$ cat src/led_matrix_row_scanner_top_defines.svh
// assertion macros for the led matrix row scanner
// expects aclk and aresetn in the scope of each use
`ifndef LED_MATRIX_ROW_SCANNER_TOP_DEFINES_SVH
`define LED_MATRIX_ROW_SCANNER_TOP_DEFINES_SVH

// same-cycle implication, disabled in reset
`define LMRS_ASSERT_IMP(label, ante, cons, msg) \
    label: assert property (@(posedge aclk) disable iff (!aresetn) (ante) |-> (cons)) \
        else $error(msg);

// next-cycle implication, disabled in reset
`define LMRS_ASSERT_NXT(label, ante, cons, msg) \
    label: assert property (@(posedge aclk) disable iff (!aresetn) (ante) |=> (cons)) \
        else $error(msg);

`endif

$ cat src/lmrs_pkg.sv
// package for the led matrix row scanner: widths, codes, command and status structs
// and the cell code to color mapping; no dependencies
`default_nettype none

package lmrs_pkg;

    localparam int PANEL_COLUMNS_DEF = 64;
    localparam int PANEL_ROWS_DEF    = 32;

    localparam int ROW_IN_W   = 5;
    localparam int COL_IN_W   = 6;
    localparam int CODE_W     = 8;
    localparam int COL_OUT_W  = 6;
    localparam int RGB_W      = 3;
    localparam int ADDR_OUT_W = 4;
    localparam int CFG_IDX_W  = 2;
    localparam int CFG_DATA_W = 8;

    localparam logic ACT_WRITE = 1'b0;
    localparam logic ACT_SCAN  = 1'b1;

    localparam logic [CFG_IDX_W-1:0] CFG_WALL = 2'd0;
    localparam logic [CFG_IDX_W-1:0] CFG_BEAK = 2'd1;
    localparam logic [CFG_IDX_W-1:0] CFG_BODY = 2'd2;

    localparam logic [CODE_W-1:0] WALL_CODE_RST = 8'd35;
    localparam logic [CODE_W-1:0] BEAK_CODE_RST = 8'd62;
    localparam logic [CODE_W-1:0] BODY_CODE_RST = 8'd110;

    localparam logic [RGB_W-1:0] RGB_BLACK  = 3'b000;
    localparam logic [RGB_W-1:0] RGB_RED    = 3'b001;
    localparam logic [RGB_W-1:0] RGB_GREEN  = 3'b010;
    localparam logic [RGB_W-1:0] RGB_YELLOW = 3'b011;

    typedef struct packed {
        logic clear_en;
        logic cell_write;
        logic scan_start;
        logic issue;
        logic row_advance;
    } lmrs_cmd_t;

    typedef struct packed {
        logic clear_last;
        logic col_last;
        logic issue_ok;
        logic pipe_empty;
    } lmrs_sts_t;

    // first match wins: wall, beak, body
    function automatic logic [RGB_W-1:0] code_to_rgb(
        input logic [CODE_W-1:0] code,
        input logic [CODE_W-1:0] wall,
        input logic [CODE_W-1:0] beak,
        input logic [CODE_W-1:0] body
    );
        logic [RGB_W-1:0] rgb;
        if (code == wall) begin
            rgb = RGB_GREEN;
        end else if (code == beak) begin
            rgb = RGB_RED;
        end else if (code == body) begin
            rgb = RGB_YELLOW;
        end else begin
            rgb = RGB_BLACK;
        end
        return rgb;
    endfunction

endpackage

`default_nettype wire

$ cat src/lmrs_ctrl.sv
// controller for the led matrix row scanner: clear sweep, item intake, scan sequencing
// depends on lmrs_pkg
`default_nettype none

module lmrs_ctrl (
    input  wire logic                aclk,
    input  wire logic                aresetn,
    input  wire logic                s_valid_i,
    input  wire logic                s_action_i,
    output      logic                s_ready_o,
    input  wire lmrs_pkg::lmrs_sts_t sts_i,
    output      lmrs_pkg::lmrs_cmd_t cmd_o
);

    typedef enum logic [3:0] {
        ST_CLEAR = 4'b0001,
        ST_IDLE  = 4'b0010,
        ST_SCAN  = 4'b0100,
        ST_DRAIN = 4'b1000
    } state_t;

    state_t state_reg;
    state_t state_next;

    logic accept;

    assign s_ready_o = (state_reg == ST_IDLE);
    assign accept    = s_valid_i && s_ready_o;

    always_comb begin
        state_next = state_reg;
        cmd_o      = '0;
        unique case (state_reg)
            ST_CLEAR: begin
                cmd_o.clear_en = 1'b1;
                if (sts_i.clear_last) begin
                    state_next = ST_IDLE;
                end
            end
            ST_IDLE: begin
                if (accept) begin
                    if (s_action_i == lmrs_pkg::ACT_SCAN) begin
                        cmd_o.scan_start = 1'b1;
                        state_next       = ST_SCAN;
                    end else begin
                        cmd_o.cell_write = 1'b1;
                    end
                end
            end
            ST_SCAN: begin
                if (sts_i.issue_ok) begin
                    cmd_o.issue = 1'b1;
                    if (sts_i.col_last) begin
                        state_next = ST_DRAIN;
                    end
                end
            end
            ST_DRAIN: begin
                if (sts_i.pipe_empty) begin
                    cmd_o.row_advance = 1'b1;
                    state_next        = ST_IDLE;
                end
            end
            default: begin
                state_next = ST_CLEAR;
            end
        endcase
    end

    always_ff @(posedge aclk) begin
        if (!aresetn) begin
            state_reg <= ST_CLEAR;
        end else begin
            state_reg <= state_next;
        end
    end

endmodule

`default_nettype wire

$ cat config.mk
export PLATFORM = sky130hd
export DESIGN_NAME = lmrs_ctrl
export DESIGN_NICKNAME = d
export VERILOG_FILES = /design/src/led_matrix_row_scanner_top_defines.svh /design/src/lmrs_pkg.sv /design/src/lmrs_ctrl.sv
export SDC_FILE = /design/constraint.sdc
export NUM_CORES = 1
export LEC_CHECK = 0
export BUFFER_PORTS_ARGS = -buffer_cell sky130_fd_sc_hd__buf_2
export CAP_MARGIN = 20
export CORE_AREA = 2 2 39 41
export CTS_BUF_LIST = sky130_fd_sc_hd__clkbuf_4 sky130_fd_sc_hd__clkbuf_8
export DETAILED_ROUTE_END_ITERATION = 10
export DIE_AREA = 0 0 41 43
export MAX_ROUTING_LAYER = met4
export PLACE_DENSITY_LB_ADDON = 0.12
export SYNTH_ARGS = -nofsm -noshare
export SYNTH_HDL_FRONTEND = slang
export SYNTH_SLANG_ARGS = --single-unit
$ cat constraint.sdc
create_clock -name aclk -period 1.3 [get_ports aclk]
set_input_delay 0.325 -clock aclk [delete_from_list [all_inputs] [get_ports aclk]]
set_output_delay 0.325 -clock aclk [all_outputs]
set_load 0.01 [all_outputs]
Word level (Yosys, flattened, before mapping)
Index checks and enable logic that the tools add are counted.
- flip-flop bits (word level): 4
- bits in latches: 0
- RAM bits: 0
- bits in read-only memories: 0
- input bits: 8
- output and inout bits: 6
- logic and storage cells: 29
- memories kept: 0
- $add $sub $neg: 0
- multipliers: 0
- divide/modulo/power cells: 0
- $lt $le $gt $ge: 0
- equality and inequality tests: 10
- shift-type cells: 0
- muxes and demuxes: 16
- bitwise operators: 0
- reductions and logical operators: 2
- operators by type and width (operator ; number):
    4-bit 2-to-1 mux ; 6
    4-bit one-hot mux with 4 select lines ; 1
    2-bit != test (second input constant) ; 5
    1-bit 2-to-1 mux ; 7
    6-bit AND reduction ; 1
    4-bit by 1-bit equality test with 1-bit output (second input constant) ; 1
    4-bit by 2-bit equality test with 1-bit output (second input constant) ; 1
    4-bit by 3-bit equality test with 1-bit output (second input constant) ; 1
    4-bit equality test (second input constant) ; 1
    2-bit 2-to-1 mux ; 2
    2-bit by 1-bit != test with 1-bit output (second input constant) ; 1
    1-bit logical AND ; 1

Depth between registers and ports, before layout
Gate-level depths: netlist (run 1).
- depth after elaboration: 4
- gate-level depth with buffers: 5
- gate-level depth less buffers: 4

Worst setup path before layout (run 1)
OpenSTA, ideal clock, no wires.
- path kind: flip-flop to output port
- start: reg state_reg[3]
- end: out cmd_o[4] in the netlist's numbering
- arrival: 1056 ps
- required time: 975 ps
- slack: -81 ps
- cell stages (with the launch flop): 4
- buffers on the path: 1
- cell sequence: dfxtp_1 -> buf_6 -> or2_2 -> nor3b_1
- RTL lines (what ; RTL line ; RTL):
    start, declared ; lmrs_ctrl.sv:22 ; state_t state_reg;
    start signal, assigned ; lmrs_ctrl.sv:74 ; state_reg <= state_next;
    end, declared ; lmrs_ctrl.sv:12 ; output lmrs_pkg::lmrs_cmd_t cmd_o

==> results of run 1 <==
-- cell usage after synthesis --
cell      n
buf_6     1
or2_2     1
mux2i_1   3
buf_4     2
nand3_1   4
and2_2    1
nand2_1   4
inv_1     1
a21boi_1  1
and4b_1   1
a21boi_0  2
dfxtp_1   4
o22a_1    1
xnor2_1   1
o21ai_0   1
nor3b_1   1
o31ai_1   1
nor4b_4   2
nand2_2   1
nor2_1    5
-- power breakdown --
part,leakage [nW],switching [mW],internal [mW],total (mW)
Sequential,0.0344,0.0114,0.126,0.138
Combinational,0.210,0.0380,0.0547,0.0927
Clock,0.0138,0.0492,0.103,0.152
Total,0.258,0.0986,0.284,0.383
-- stage by stage --
step	setup TNS (ns)	cell area, um^2	hold WS (ns)	setup WS, ns
after floorplan	-0.0449	339	0.401	-0.0237
after global placement	-0.296	488	0.562	-0.0762
after detailed placement	-0.343	488	0.554	-0.0904
after CTS	-1.28	541	0.309	-0.254
after global routing	-1.66	593	0.357	-0.324
final	-1.20	593	0.327	-0.240
-- layer usage --
| layer | GRT usage, % | vias up | wire (um) |
|---|---|---|---|
| li1 | - | 185 | - |
| met1 | 16.8 | 160 | 409 |
| met2 | 16.9 | 9 | 485 |
| met3 | 3.14 | 0 | 32 |
| met4 | 10.0 | 0 | 0 |
| met5 | - | - | 0 |
-- path summary, 6_finish.rpt --
path | slack, ns | startpoint | cells after the start | endpoint
hold reg to reg | 0.60 | state_reg[2] | 3 | state_reg[2]
hold / removal | 0.33 | aresetn | 2 | state_reg[0]
setup / recovery | -0.24 | state_reg[3] | 4 | cmd_o[3]
setup reg to reg | 0.04 | state_reg[3] | 5 | state_reg[1]
-- timing repair --
| item | in CTS | in global routing |
|---|---|---|
| endpoints found under the setup margin | 7 | 9 |
| pin swaps | 2 | 8 |
| hold buffers | 0 | 0 |
| setup buffers | 1 | 1 |
| resized for setup | 9 | 12 |
-- cell families (layout without fill, tap and decap cells) --
kind of cell | Yosys count | count (layout) | share of synthesized area [%]
muxes | 3 | 3 | 9.06
AOI/OAI and AO/OA | 6 | 6 | 13.2
and+or+nand+nor | 20 | 20 | 41.9
buffers and inverters | 4 | 30 | 9.05
xor gates and xnor gates | 1 | 1 | 2.64
DFF | 4 | 4 | 24.2
-- worst reg2reg max path, cell delays in order (launching register included) --
cell,delay (ns)
dfxtp_4,0.36
nor4b_4,0.33
buf_4,0.18
nand2_4,0.06
o31ai_4,0.06
mux2i_1,0.19
-- final cells by class --
type	instances	area share, %
Multi-Input combinational cell	30	44.9
Timing Repair Buffer	26	32.1
Sequential cell	4	15.2
Clock buffer	3	3.80
Tap cell	16	3.38
Inverter	1	0.633
==> impl_metrics.json, run 1 <==
{
  "placementRows": 14,
  "multi_input_area_um2": 267,
  "fin_ws_ns": -0.240,
  "status": "finished with violations",
  "postSynthAreaPerCell_um2": 8.73,
  "synth_area_leaders": "dfxtp_1 24%, nor4b_4 14%, mux2i_1 9.1%",
  "gr-total-overflow": 0,
  "portBuffers": 13,
  "cp.required_ns": 0.98,
  "wl_per_cell_um": 11.6,
  "diodes": 0,
  "dp_hpwl_um": 689,
  "fin_skew_ns": 0.00128,
  "p_total_uw": 383,
  "syn_area_um2": 332,
  "cp_cell_sequence": "nor4b_4 > nand2_1 > nor2_2 > buf_2",
  "die_w_um": 41,
  "grt_usage_pct": 13.1,
  "synth_seq_area_share_pct": 24.2,
  "drc": 0,
  "cts_buffers": 3,
  "syn_inst": 38,
  "htree_levels": 1,
  "grt_first_pass_wirelength_um": 1440,
  "coreArea_um2": 1380,
  "rsz0062_at_grt": "true",
  "finalCritPeriodShare_pct": 118,
  "worstPathMaxFanout": 4,
  "worstSetupEndpointType": "output pin",
  "grt_max_degree": 8,
  "place_inst": 76,
  "root_buffer": "clkbuf_4",
  "routed_wl_um": 927,
  "vias_per_cell": 4.43,
  "critPathLaunchType": "flip-flop",
  "fp.dieArea_um2": 1760,
  "mostFrequentLayoutCell": "buf_2",
  "hold_path_class": "in -> reg",
  "yosys.area.top_type": "dfxtp_1",
  "setup_violations": 6,
  "worst_slew_pin_slew_ns": 0.296,
  "cp_data_arrival_time_ns": 1.21,
  "yosys_warnings": 0,
  "path_buf_inv": 1,
  "nFillCells": 138,
  "final_cell_mix": "11 x buf_2, 9 x buf_4, 6 x buf_6",
  "via_count": 354,
  "drt_pre_antenna_iters": 4,
  "area_growth_pct": 78.9,
  "crit_type": "reg -> out",
  "power.density_nw_per_um2": 646,
  "fin_util_pct": 42.9,
  "largest_reg_flops": 4,
  "slew_headroom_pct": 79.7,
  "cts_tree": "yes",
  "min_period_ns": 1.54,
  "maxSlewViolCount": 0,
  "nNetsFinal": 74,
  "syn-num-nets": 46,
  "cts.sinks": 4,
  "worst_path_max_delay_cell": "dfxtp_4",
  "start_util_pct": 24.0,
  "yosysTopAreaCellShare_pct": 24.2,
  "fmax_mhz": 649,
  "drive_gt1_share_pct": 70.3,
  "place_congestion": 0.654,
  "synth_seq_cells": 4,
  "antenna_left": 0,
  "violations": "negative setup slack",
  "maxCapViolations": 0,
  "seq_area_um2": 90.1,
  "grt_pass1_vias": 349,
  "instances_no_fill": 80,
  "ys_types": 20,
  "leakagePower_nw": 0.258,
  "slowest_delay_ns": 0.36,
  "antenna_found_initial": 0,
  "ir_worst_vdd_v": 0.000340,
  "path_clk_slew_ns": 0.04,
  "finalHoldViolCount": 0,
  "path_delay_family": "simple AND/OR/NAND/NOR gates",
  "io_pins": 14,
  "clock_latency_ns": 0.23,
  "drtIter0Drc": 6,
  "die_h_um": 43,
  "clk_path_buf_depth": 2
}
No activity file was read; power rests on OpenSTA's default activity.
==> run 2, diff against run 1 <==
--- a/config.mk
+++ b/config.mk
@@ -5,6 +5,7 @@
 export SDC_FILE = /design/constraint.sdc
 export NUM_CORES = 1
 export LEC_CHECK = 0
+export ABC_AREA = 0
 export BUFFER_PORTS_ARGS = -buffer_cell sky130_fd_sc_hd__buf_2
 export CAP_MARGIN = 20
 export CORE_AREA = 2 2 39 41
@@ -12,7 +13,7 @@
 export DETAILED_ROUTE_END_ITERATION = 10
 export DIE_AREA = 0 0 41 43
 export MAX_ROUTING_LAYER = met4
-export PLACE_DENSITY_LB_ADDON = 0.12
+export PLACE_DENSITY = 0.55
 export SYNTH_ARGS = -nofsm -noshare
 export SYNTH_HDL_FRONTEND = slang
 export SYNTH_SLANG_ARGS = --single-unit
==> run 2 against run 1 <==
Compared with the run above: wire length fell by 6.9%; sequential power barely moved; fmax fell by 3.1%; first-iteration DRC count fell by 50%; the run still ends with negative setup slack left; critical path depth did not move; register-to-register slack got worse by 0.05 ns; die area did not move; cell count did not move; global-route usage fell by 0.30 points; combinational power fell by 15%.
==> impl_metrics.json, run 2 (synthesis results as in run 1) <==
{
  "timing.reg2reg.setup_slack_ns": -0.01,
  "rsz0062_at_grt": "true",
  "cp_data_arrival_time_ns": 1.26,
  "io_pins": 14,
  "die_h_um": 43,
  "fp.dieArea_um2": 1760,
  "ir_worst_vdd_v": 0.000305,
  "drtIter0Drc": 3,
  "slew_headroom_pct": 82.0,
  "gr-total-overflow": 0,
  "worst_slew_pin_slew_ns": 0.269,
  "crit_type": "reg -> out",
  "cts_tree": "yes",
  "root_buffer": "clkbuf_4",
  "r2r_start": "state_reg[2]",
  "grt_usage_pct": 12.8,
  "cp-endpoint": "cmd_o[2]",
  "worstSetupEndpointType": "output pin",
  "clk_path_buf_depth": 2,
  "via_count": 345,
  "critPathLaunchType": "flip-flop",
  "path_clk_slew_ns": 0.04,
  "finalCritPeriodShare_pct": 122,
  "hold_path_class": "in -> reg",
  "wl_per_cell_um": 10.8,
  "grt_first_pass_wirelength_um": 1400,
  "drc": 0,
  "critPathLaunch": "state_reg[2]",
  "cts_buffers": 3,
  "maxCapViolations": 0,
  "instances_no_fill": 80,
  "grt_max_degree": 6,
  "dp_hpwl_um": 694,
  "setup_violations": 7,
  "cts.sinks": 4,
  "drt_pre_antenna_iters": 2,
  "min_period_ns": 1.59,
  "r2r-end": "state_reg[2]",
  "status": "finished with violations",
  "fin_ws_ns": -0.288,
  "dp_slack_ns": -0.0916,
  "design_area_um2": 532,
  "maxSlewViolCount": 0,
  "diodes": 0,
  "antenna_left": 0,
  "fin_skew_ns": 0.000900,
  "largest_reg_flops": 4,
  "cp.required_ns": 0.98,
  "coreArea_um2": 1380,
  "cp_cell_sequence": "nor4b_4 > nand3_1 > inv_2 > buf_6",
  "worst_path_max_delay_cell": "dfxtp_4",
  "drive_gt1_share_pct": 64.1,
  "place_inst": 74,
  "leakagePower_nw": 0.244,
  "start_util_pct": 24.0,
  "area_growth_pct": 60.4,
  "mostFrequentLayoutCell": "buf_4",
  "place_congestion": 0.666,
  "routed_wl_um": 863,
  "place_area_um2": 473,
  "vias_per_cell": 4.31,
  "reg2reg_depth": 5,
  "antenna_found_initial": 0,
  "violations": "negative setup slack",
  "finalHoldViolCount": 0,
  "portBuffers": 13,
  "nNetsFinal": 74,
  "worstPathMaxFanout": 5,
  "final_cell_mix": "13 x buf_4, 12 x buf_2, 4 x nand3_1, 4 x nor2_1, 4 x nand2_1",
  "fmax_mhz": 630,
  "htree_levels": 1,
  "clock_latency_ns": 0.23,
  "p_total_uw": 370,
  "die_w_um": 41,
  "slowest_delay_ns": 0.35,
  "power.density_nw_per_um2": 696,
  "placementRows": 14,
  "grt_pass1_vias": 341
}
## run 2: cell counts in the layout (fill, tap and decap cells not counted)
No cell type changed its count.
## run 2: critical path, delay by kind of cell (launching register included)
family	cells	cell delay (ns)
and+or+nand+nor	2	0.49
DFF	1	0.35
buffers and inverters	2	0.17
## run 2: repair_timing
item | CTS | global route
setup endpoints to repair | 7 | 8
hold buffers | 0 | 0
setup buffers | 2 | 1
resized for setup | 6 | 0
pin swaps | 2 | 0
## run 2: layout make-up
cell class | count | area (um^2)
Sequential cell | 4 | 87.6
Inverter | 1 | 3.75
Tap cell | 16 | 20.0
Clock buffer | 3 | 22.5
Timing Repair Buffer | 26 | 169
Fill cell | 147 | 852
Multi-Input combinational cell | 30 | 229
## run 2: report_power, final
group | total (mW) | switching, mW | internal [mW]
combinational | 0.0788 | 0.0334 | 0.0453
clock | 0.156 | 0.0525 | 0.103
sequential | 0.135 | 0.00808 | 0.127
total | 0.370 | 0.0940 | 0.276
## run 2: layer usage
metal / vias up / track usage [%] / routed length (um)
li1: 184 / - / -
met1: 154 / 13.9 / 372
met2: 7 / 18.8 / 452
met3: 0 / 4.71 / 38
met4: 0 / 8.00 / 0
met5: - / - / 0
## run 2: worst min path at each step
stage	startpoint	endpoint	slack, ns	cells past startpoint
global placement	aresetn	state_reg[0]	0.56	2
detailed placement	aresetn	state_reg[0]	0.56	2
floorplan	aresetn	state_reg[0]	0.40	1
finish	aresetn	state_reg[0]	0.32	2
global route	aresetn	state_reg[0]	0.33	2
CTS	aresetn	state_reg[0]	0.31	2
## run 2: through the flow
step	setup TNS [ns]	utilization, %	hold slack [ns]
after detailed placement	-0.246	34.2	0.562
after floorplan	-0.0449	-	0.401
after global routing	-1.96	38.4	0.330
final	-1.36	38.4	0.318
after global placement	-0.111	34.2	0.556
after CTS	-1.43	37.9	0.314
